### src/hdl/hda_pkg.sv
// Shared constants and controller/datapath interface types for the Hassanat distance block.
package hda_pkg;

    localparam int SUM_WIDTH       = 29;
    localparam int VALUE_WIDTH_DEF = 16;
    localparam int FRAC_BITS_DEF   = 16;
    localparam int MAX_LEN_DEF     = 4096;

    typedef struct packed {
        logic load;
        logic step;
        logic accum;
    } cmd_t;

    typedef struct packed {
        logic last;
    } status_t;

endpackage

### src/hdl/hda_datapath.sv
// Datapath: operand setup, restoring fraction divider, saturating accumulator and result register.
module hda_datapath #(
    parameter int VALUE_WIDTH = 16,
    parameter int FRAC_BITS   = 16,
    parameter int MAX_LEN     = 4096
) (
    input  logic                          clk,
    input  logic                          rst_n,
    input  hda_pkg::cmd_t                 cmd,
    output hda_pkg::status_t              status,
    input  logic [VALUE_WIDTH-1:0]        first_value,
    input  logic [VALUE_WIDTH-1:0]        second_value,
    input  logic                          last_element,
    output logic [hda_pkg::SUM_WIDTH-1:0] distance
);
    import hda_pkg::*;

    localparam int VW = VALUE_WIDTH;
    localparam logic [63:0] SUM_MASK  = (64'd1 << SUM_WIDTH) - 64'd1;
    localparam logic [63:0] CEIL_WIDE = 64'(MAX_LEN) << FRAC_BITS;
    localparam logic [SUM_WIDTH-1:0] SUM_CEIL =
        (CEIL_WIDE > SUM_MASK) ? SUM_WIDTH'(SUM_MASK) : SUM_WIDTH'(CEIL_WIDE);

    logic [VW:0]            rem_reg, rem_next;
    logic [VW:0]            den_reg, den_next;
    logic [FRAC_BITS-1:0]   quot_reg, quot_next;
    logic                   last_reg, last_next;
    logic [SUM_WIDTH-1:0]   sum_reg, sum_next;
    logic [SUM_WIDTH-1:0]   dist_reg, dist_next;

    logic signed [VW-1:0]   a_val, b_val, mn, mx;
    logic signed [VW:0]     diff_w;
    logic [VW:0]            den_w;
    logic [VW+1:0]          rem2, trial;
    logic                   take;
    logic [SUM_WIDTH:0]     total;
    logic [SUM_WIDTH-1:0]   sat_sum;

    always_comb
    begin
        a_val  = $signed(first_value);
        b_val  = $signed(second_value);
        mn     = (a_val < b_val) ? a_val : b_val;
        mx     = (a_val < b_val) ? b_val : a_val;
        diff_w = {mx[VW-1], mx} - {mn[VW-1], mn};
        if (!mn[VW-1])
        begin
            den_w = {1'b0, mx} + (VW+1)'(1);
        end
        else
        begin
            den_w = {1'b0, diff_w[VW-1:0]} + (VW+1)'(1);
        end

        rem2  = {rem_reg, 1'b0};
        trial = rem2 - {1'b0, den_reg};
        take  = !trial[VW+1];

        total   = {1'b0, sum_reg} + (SUM_WIDTH+1)'(quot_reg);
        sat_sum = (total > {1'b0, SUM_CEIL}) ? SUM_CEIL : total[SUM_WIDTH-1:0];

        rem_next  = rem_reg;
        den_next  = den_reg;
        quot_next = quot_reg;
        last_next = last_reg;
        sum_next  = sum_reg;
        dist_next = dist_reg;

        if (cmd.load)
        begin
            rem_next  = {1'b0, diff_w[VW-1:0]};
            den_next  = den_w;
            quot_next = '0;
            last_next = last_element;
        end
        if (cmd.step)
        begin
            rem_next  = take ? trial[VW:0] : rem2[VW:0];
            quot_next = {quot_reg[FRAC_BITS-2:0], take};
        end
        if (cmd.accum)
        begin
            if (last_reg)
            begin
                dist_next = sat_sum;
                sum_next  = '0;
            end
            else
            begin
                sum_next = sat_sum;
            end
        end
    end

    always_ff @(posedge clk or negedge rst_n)
    begin
        if (!rst_n)
        begin
            sum_reg <= '0;
        end
        else
        begin
            sum_reg <= sum_next;
        end
    end

    always_ff @(posedge clk)
    begin
        rem_reg  <= rem_next;
        den_reg  <= den_next;
        quot_reg <= quot_next;
        last_reg <= last_next;
        dist_reg <= dist_next;
    end

    assign status.last = last_reg;
    assign distance    = dist_reg;

`ifndef SYNTHESIS
    a_sum_ceiling: assert property (@(posedge clk) disable iff (!rst_n)
        sum_reg <= SUM_CEIL)
        else $error("running sum exceeds its ceiling");

    a_rem_below_den: assert property (@(posedge clk) disable iff (!rst_n)
        cmd.step |-> rem_reg < den_reg)
        else $error("divider remainder not below denominator");

    a_den_nonzero: assert property (@(posedge clk) disable iff (!rst_n)
        cmd.load |=> den_reg != '0)
        else $error("zero denominator loaded");
`endif

endmodule

### src/hdl/hda_ctrl.sv
// Controller: request handshakes, divide step counter and sequencing of the datapath.
module hda_ctrl #(
    parameter int FRAC_BITS = 16
) (
    input  logic             clk,
    input  logic             rst_n,
    input  logic             in_valid,
    output logic             in_stall,
    output logic             out_valid,
    input  logic             out_stall,
    output hda_pkg::cmd_t    cmd,
    input  hda_pkg::status_t status
);
    import hda_pkg::*;

    localparam int CNT_W = $clog2(FRAC_BITS);

    typedef enum logic [2:0] {
        S_IDLE   = 3'b001,
        S_DIVIDE = 3'b010,
        S_ACCUM  = 3'b100
    } state_t;

    state_t           state_reg, state_next;
    logic [CNT_W-1:0] cnt_reg, cnt_next;
    logic             out_valid_reg, out_valid_next;
    logic             accept, out_free, cnt_done;

    assign in_stall = (state_reg != S_IDLE);
    assign accept   = in_valid && !in_stall;
    assign out_free = !out_valid_reg || !out_stall;
    assign cnt_done = (cnt_reg == CNT_W'(FRAC_BITS - 1));

    always_comb
    begin
        state_next = state_reg;
        cnt_next   = cnt_reg;
        cmd        = '0;
        unique case (state_reg)
            S_IDLE:
            begin
                if (accept)
                begin
                    cmd.load   = 1'b1;
                    cnt_next   = '0;
                    state_next = S_DIVIDE;
                end
            end
            S_DIVIDE:
            begin
                cmd.step = 1'b1;
                cnt_next = cnt_reg + CNT_W'(1);
                if (cnt_done)
                begin
                    state_next = S_ACCUM;
                end
            end
            S_ACCUM:
            begin
                if (!status.last || out_free)
                begin
                    cmd.accum  = 1'b1;
                    state_next = S_IDLE;
                end
            end
            default:
            begin
                state_next = S_IDLE;
            end
        endcase
        out_valid_next = (cmd.accum && status.last) ? 1'b1 : (out_valid_reg && out_stall);
    end

    always_ff @(posedge clk or negedge rst_n)
    begin
        if (!rst_n)
        begin
            state_reg     <= S_IDLE;
            cnt_reg       <= '0;
            out_valid_reg <= 1'b0;
        end
        else
        begin
            state_reg     <= state_next;
            cnt_reg       <= cnt_next;
            out_valid_reg <= out_valid_next;
        end
    end

    assign out_valid = out_valid_reg;

`ifndef SYNTHESIS
    a_rose_after_accum: assert property (@(posedge clk) disable iff (!rst_n)
        $rose(out_valid_reg) |-> $past(state_reg == S_ACCUM && status.last))
        else $error("result raised outside the accumulate step of a last element");

    a_no_overwrite: assert property (@(posedge clk) disable iff (!rst_n)
        cmd.accum && status.last |-> out_free)
        else $error("result register overwritten while stalled");

    a_divide_length: assert property (@(posedge clk) disable iff (!rst_n)
        state_reg == S_DIVIDE && cnt_done |=> state_reg == S_ACCUM)
        else $error("divide phase did not end after its last step");
`endif

endmodule

### src/hdl/hassanat_distance_accumulator.sv
// Top level of the Hassanat distance accumulator.
// Usage: the input channel (in_valid, in_stall) carries one element pair of two
// signed vectors per request, first_value and second_value, with last_element set
// on the final pair. Each pair contributes a fraction term with FRAC_BITS fraction
// bits to a running sum that saturates at MAX_LEN << FRAC_BITS, capped at 2^29-1.
// The output channel (out_valid, out_stall) carries one distance request per vector,
// issued after its last pair; the running sum is then cleared.
// Each pair is handled in order: the operands are set up, the radix-2 restoring
// divider forms the FRAC_BITS fraction bits one per step, and the term is
// accumulated. The next pair is accepted in the cycle after the accumulate step.
// A distance is held in an output register from the accumulate step of its last
// pair, so further pairs are accepted while it waits.
// If the receiver still stalls a previous distance when a new last pair reaches
// its accumulate step, that step waits until the output register is free.
// Reset clears the running sum, the controller and the output valid.
module hassanat_distance_accumulator #(
    parameter int VALUE_WIDTH = hda_pkg::VALUE_WIDTH_DEF,
    parameter int FRAC_BITS   = hda_pkg::FRAC_BITS_DEF,
    parameter int MAX_LEN     = hda_pkg::MAX_LEN_DEF
) (
    input  logic                          clk,
    input  logic                          rst_n,
    input  logic                          in_valid,
    output logic                          in_stall,
    input  logic [VALUE_WIDTH-1:0]        first_value,
    input  logic [VALUE_WIDTH-1:0]        second_value,
    input  logic                          last_element,
    output logic                          out_valid,
    input  logic                          out_stall,
    output logic [hda_pkg::SUM_WIDTH-1:0] distance
);
    import hda_pkg::*;

    cmd_t    cmd;
    status_t status;

    hda_ctrl #(
        .FRAC_BITS (FRAC_BITS)
    ) u_ctrl (
        .clk       (clk),
        .rst_n     (rst_n),
        .in_valid  (in_valid),
        .in_stall  (in_stall),
        .out_valid (out_valid),
        .out_stall (out_stall),
        .cmd       (cmd),
        .status    (status)
    );

    hda_datapath #(
        .VALUE_WIDTH (VALUE_WIDTH),
        .FRAC_BITS   (FRAC_BITS),
        .MAX_LEN     (MAX_LEN)
    ) u_datapath (
        .clk          (clk),
        .rst_n        (rst_n),
        .cmd          (cmd),
        .status       (status),
        .first_value  (first_value),
        .second_value (second_value),
        .last_element (last_element),
        .distance     (distance)
    );

endmodule
### config.mk
export PLATFORM = sky130hd
export DESIGN_NAME = hassanat_distance_accumulator
export DESIGN_NICKNAME = d
export VERILOG_FILES = /design/src/hdl/hda_pkg.sv /design/src/hdl/hda_datapath.sv /design/src/hdl/hda_ctrl.sv /design/src/hdl/hassanat_distance_accumulator.sv
export SDC_FILE = /design/constraint.sdc
export NUM_CORES = 1
export LEC_CHECK = 0
export BUFFER_PORTS_ARGS = -buffer_cell sky130_fd_sc_hd__buf_2
export CORE_ASPECT_RATIO = 1.25
export CORE_UTILIZATION = 41
export DETAILED_ROUTE_END_ITERATION = 16
export MAX_ROUTING_LAYER = met4
export PLACE_DENSITY = 0.63
export SYNTH_ARGS = -nofsm -noshare
export SYNTH_HDL_FRONTEND = slang
export SYNTH_SLANG_ARGS = --single-unit
### constraint.sdc
create_clock -name clk -period 4 [get_ports clk]
set_input_delay 0 -clock clk [delete_from_list [all_inputs] [get_ports clk]]
set_output_delay 0 -clock clk [all_outputs]
set_load 0.05 [all_outputs]
==> flow_summary.html <==
<table>
<tr><th>Metric</th><th>Value</th></tr>
<tr><th colspan="2">Timing</th></tr>
<tr><td>Hold_ws</td><td>0.120 ns</td></tr>
<tr><td>Final cycle utilization of the critical path</td><td>0.931</td></tr>
<tr><td>Accumulated negative setup slack</td><td>0 ns</td></tr>
<tr><td>Number of slew-limit violations in the final report</td><td>0</td></tr>
<tr><td>Maximum frequency from static timing analysis</td><td>269 MHz</td></tr>
<tr><td>Setup repair after global routing missed its margin</td><td>no</td></tr>
<tr><td>Final setup violating endpoints</td><td>0</td></tr>
<tr><td>Worst-Margin Slew</td><td>0.886 ns</td></tr>
<tr><td>Least setup slack across all paths after layout</td><td>0.278 ns</td></tr>
<tr><td>Number of hold violations in the final report</td><td>0</td></tr>
<tr><td>Headroom to the max-slew limit</td><td>0.409</td></tr>
<tr><td>Clock period minus worst slack</td><td>3.72 ns</td></tr>
<tr><td>Clock Skews</td><td>0.0123 ns</td></tr>
<tr><th colspan="2">Global route</th></tr>
<tr><td>Met2 Use GR</td><td>0.391</td></tr>
<tr><td>Met1 track demand over resource</td><td>0.241</td></tr>
<tr><td>Global-route layer with the greatest usage</td><td>met2</td></tr>
<tr><td>First-pass GRT wire length</td><td>37.7 mm</td></tr>
<tr><td>Initial antenna violation count</td><td>0</td></tr>
<tr><td>Overall track demand over capacity in global routing</td><td>0.217</td></tr>
<tr><td>Via count of the first global-routing pass</td><td>7911</td></tr>
<tr><td>Overall overflow remaining after global route</td><td>0</td></tr>
<tr><td>Largest net degree at the start of global routing</td><td>38</td></tr>
<tr><td>Met3 track utilization from global routing</td><td>0.0320</td></tr>
<tr><th colspan="2">Routing</th></tr>
<tr><td>Number of design-rule violations left by the first detailed-router iteration</td><td>388</td></tr>
<tr><td>Post-route ant nets</td><td>0</td></tr>
<tr><td>Aggregate routed wire length</td><td>22.4 mm</td></tr>
<tr><td>Overall via count from detail_route</td><td>7936</td></tr>
<tr><td>WL/cell</td><td>15.4 um</td></tr>
<tr><td>Iteration count of the initial detailed-routing pass</td><td>5</td></tr>
<tr><td>Via count normalized by instance count</td><td>5.47</td></tr>
<tr><td>DRC violations left</td><td>0</td></tr>
<tr><th colspan="2">Synthesis</th></tr>
<tr><td>Distinct cells, synth</td><td>85</td></tr>
<tr><td>Synthesis-stage register bit count</td><td>117</td></tr>
<tr><td>Yosys synthesis warning count</td><td>0</td></tr>
<tr><td>Fraction of the yosys area taken by sequential cells</td><td>0.374</td></tr>
<tr><td>Count of flip-flops with a built-in enable after synthesis</td><td>80</td></tr>
<tr><td>Ranking of synthesized cells by area</td><td>edfxtp_1 27%, dfrtp_1 10%, ha_1 7.2%</td></tr>
<tr><td>Leading register cell type out of synthesis</td><td>edfxtp_1</td></tr>
<tr><td>Syn avg cell area</td><td>9.06 um^2</td></tr>
<tr><td>Cells after synthesis</td><td>983</td></tr>
<tr><td>Post-synth top area cell</td><td>edfxtp_1</td></tr>
<tr><td>Area share of the leading cell type in the synthesized netlist</td><td>0.270</td></tr>
<tr><td>Post-synth ARST share</td><td>0.316</td></tr>
<tr><td>Net count after synthesis</td><td>1073</td></tr>
<tr><td>Post-synthesis cell area</td><td>8910 um^2</td></tr>
<tr><th colspan="2">Die</th></tr>
<tr><td>Initial Util</td><td>0.423</td></tr>
<tr><td>Die Outline Area</td><td>22300 um^2</td></tr>
<tr><td>Num ports</td><td>68</td></tr>
<tr><td>Chip width</td><td>134 um</td></tr>
<tr><td>Number of placement rows</td><td>59</td></tr>
<tr><td>Vertical die dimension</td><td>167 um</td></tr>
<tr><td>Placeable core region</td><td>21000 um^2</td></tr>
<tr><th colspan="2">Placement</th></tr>
<tr><td>RD Place Congestion</td><td>0.893</td></tr>
<tr><td>I/O Buffers</td><td>67</td></tr>
<tr><td>Pre-CTS worst setup slack</td><td>-0.126 ns</td></tr>
<tr><td>DP HPWL</td><td>17.3 mm</td></tr>
<tr><th colspan="2">Clock tree</th></tr>
<tr><td>H-tree depth reported by CTS</td><td>4</td></tr>
<tr><td>Clock Pin Slew Worst Setup and Hold Paths</td><td>0.06 ns</td></tr>
<tr><td>Number of buffers created by CTS</td><td>17</td></tr>
<tr><td>Buffer cell driving the clock tree root</td><td>clkbuf_16</td></tr>
<tr><td>Clock latency at the later pin of the worst-skew pair</td><td>0.42 ns</td></tr>
<tr><td>Number of clock sinks</td><td>117</td></tr>
<tr><td>Maximum buffer depth of the clock tree</td><td>2</td></tr>
<tr><td>Clock tree from TritonCTS</td><td>done</td></tr>
<tr><th colspan="2">Hold path</th></tr>
<tr><td>Type of the most critical hold path</td><td>input port to flop</td></tr>
<tr><th colspan="2">Pwr</th></tr>
<tr><td>Maximum VDD drop</td><td>0.000327 V</td></tr>
<tr><td>Static leakage</td><td>0.00483 uW</td></tr>
<tr><td>Power per cell area</td><td>565 nW/um^2</td></tr>
<tr><td>Final Total Pwr</td><td>6380 uW</td></tr>
<tr><th colspan="2">Setup path</th></tr>
<tr><td>WP data required</td><td>4.17 ns</td></tr>
<tr><td>Most common cell type on the critical path</td><td>buf_4</td></tr>
<tr><td>Kind of launch point of the worst setup path</td><td>input port</td></tr>
<tr><td>Slowest cell delay on critical path</td><td>0.40 ns</td></tr>
<tr><td>Crit path max-delay family</td><td>compound AO/OA/AOI/OAI gates</td></tr>
<tr><td>Count of buffering cells on the critical path with inverters included</td><td>4</td></tr>
<tr><td>Worst endpoint data arrival time</td><td>3.89 ns</td></tr>
<tr><td>Highest net fanout along the worst path</td><td>26</td></tr>
<tr><td>Cell-by-cell listing of the critical path</td><td>buf_2 -&gt; inv_12 -&gt; ha_4 -&gt; nand2_2 -&gt; or3_4 -&gt; a211o_1 -&gt; a31oi_4 -&gt; buf_4 -&gt; buf_4 -&gt; mux2i_1 -&gt; a221oi_1 -&gt; nand2b_1 -&gt; a2111oi_0 -&gt; nor3_1 -&gt; a41o_1 -&gt; and4b_1 -&gt; and3_1</td></tr>
<tr><td>Critical path start-end classification</td><td>input port to flop</td></tr>
<tr><td>Endpoint kind of the worst setup timing path</td><td>flop</td></tr>
<tr><td>Cell with the largest stage delay on the worst path</td><td>or3_4</td></tr>
<tr><th colspan="2">Cells and area</th></tr>
<tr><td>Antenna cell count</td><td>0</td></tr>
<tr><td>Final nets</td><td>1253</td></tr>
<tr><td>Share of layout cells above drive strength 1</td><td>0.252</td></tr>
<tr><td>End-of-flow core utilization</td><td>0.536</td></tr>
<tr><td>Syn-to-layout area delta</td><td>26.6%</td></tr>
<tr><th colspan="2">Run</th></tr>
<tr><td>Max capacitance violation total</td><td>0</td></tr>
<tr><th colspan="2">Run status</th></tr>
<tr><td>Status</td><td>finished clean</td></tr>
</table>
-- path summary, 6_finish.rpt --
| kind | startpoint | end | slack [ns] | cells after the start |
|---|---|---|---|---|
| max | second_value[9] | u_datapath.den_reg[16] | 0.28 | 17 |
| min | second_value[0] | u_datapath.rem_reg[0] | 0.12 | 3 |
| max reg2reg | u_datapath.sum_reg[0] | u_datapath.distance[17] | 0.33 | 18 |
| min reg2reg | u_datapath.sum_reg[15] | u_datapath.sum_reg[15] | 0.49 | 2 |
| max in group asynchronous | rst_n | u_datapath.sum_reg[0] | 3.18 | 2 |
| min in group asynchronous | rst_n | u_datapath.sum_reg[8] | 0.25 | 2 |
-- per-layer routing --
metal / share of wire / vias to the layer above
met2: 0.53 / 201
met5: 0 / -
li1: - / 3990
met4: 0.021 / 0
met1: 0.42 / 3710
met3: 0.035 / 35
-- layout by cell type (no fill, tap or decap), drive strengths merged, types with 7 or more instances in the layout --
cell	n
nand4	14
nor2	82
clkinv	7
mux2i	20
xnor2	31
o21ai	58
nand2	92
o31ai	10
a22o	13
o211ai	9
a21o	19
o21a	14
mux2	7
a31oi	10
a221o	8
buf	196
ha	51
a21boi	8
edfxtp	80
and3	16
or3	7
nor2b	26
and2	34
clkbuf	19
xor2	14
dfrtp	36
o22ai	7
a21oi	46
a211oi	15
nand3	28
inv	60
nand2b	14
nand3b	7
nor3	29
-- worst reg2reg max path, stage by stage, from the launching register on --
cell and delay (ns):
dfrtp_1 0.35, ha_1 0.17, inv_1 0.06, fa_1 0.39
nor2b_1 0.13, o21a_1 0.14, o21ai_1 0.10, buf_4 0.15
a21o_1 0.17, a2111oi_1 0.44, a311oi_2 0.09, nor2b_1 0.16
nand4_1 0.16, nor4_2 0.06, buf_4 0.14, and2_1 0.14
a21boi_1 0.21, buf_4 0.27, nor2_1 0.09
-- cell families (layout without fill, tap and decap cells) --
family                     after synthesis  in the layout  share of synthesized area
adders and majority gates               53             53                     0.0761
and+or+nand+nor                        374            374                      0.215
AOI/OAI and AO/OA                      268            268                      0.215
muxes                                   27             27                     0.0322
DFF                                    117            117                      0.374
xor gates and xnor gates                45             45                     0.0442
buffers and inverters                   99            292                     0.0438
-- layout make-up --
cell class                      count  area, um^2
Sequential cell                   117        3330
Clock buffer                       19         433
Clock inverter                     13         135
Timing Repair Buffer              200        1370
Multi-Input combinational cell    767        5430
Fill cell                        1977        9760
Tap cell                          274         343
Inverter                           60         240
-- per-stage QoR --
stage                     std cells  instance area [um^2]
after floorplan                 983                  9140
after global placement         1413                 10600
after detailed placement       1413                 10600
after CTS                      1449                 11200
after global routing           1450                 11300
final                          1450                 11300
-- Yosys cell counts (4+ instances only) --
cell	number
clkbuf_1	32
nor2b_1	26
a22o_1	13
xnor2_1	31
dfrtp_1	36
ha_1	51
inv_1	60
and2_1	34
a21o_1	19
nand3b_1	7
mux2i_1	19
nor2_1	82
a211o_1	6
o31ai_1	9
and3_1	16
a21boi_0	7
xor2_1	14
o311ai_0	5
a31oi_1	9
nor3_1	29
o21ai_0	54
edfxtp_1	80
or3_1	5
nand4_1	14
a311oi_1	5
a221o_1	8
nor4_1	5
nand2b_1	14
o22ai_1	7
a31o_2	4
or2_2	4
o21a_1	14
mux2_2	6
nand3_1	27
a211oi_1	14
o211a_1	5
o211ai_1	9
nand2_1	92
a21oi_1	44
-- power by group --
| part | leakage (uW) | switching, uW | internal [uW] |
|---|---|---|---|
| clock network | 0.000266 | 558 | 912 |
| registers | 0.00116 | 111 | 1650 |
| logic | 0.00340 | 1730 | 1410 |
| total | 0.00483 | 2400 | 3980 |
-- what timing repair did --
item / in CTS / in global routing
resized for setup: 0 / 16
endpoints found under the setup margin: 0 / 50
hold buffers: 4 / 0
hold endpoints to repair: 41 / 0
setup buffers: 0 / 1
(Power assumes the default switching activity.)
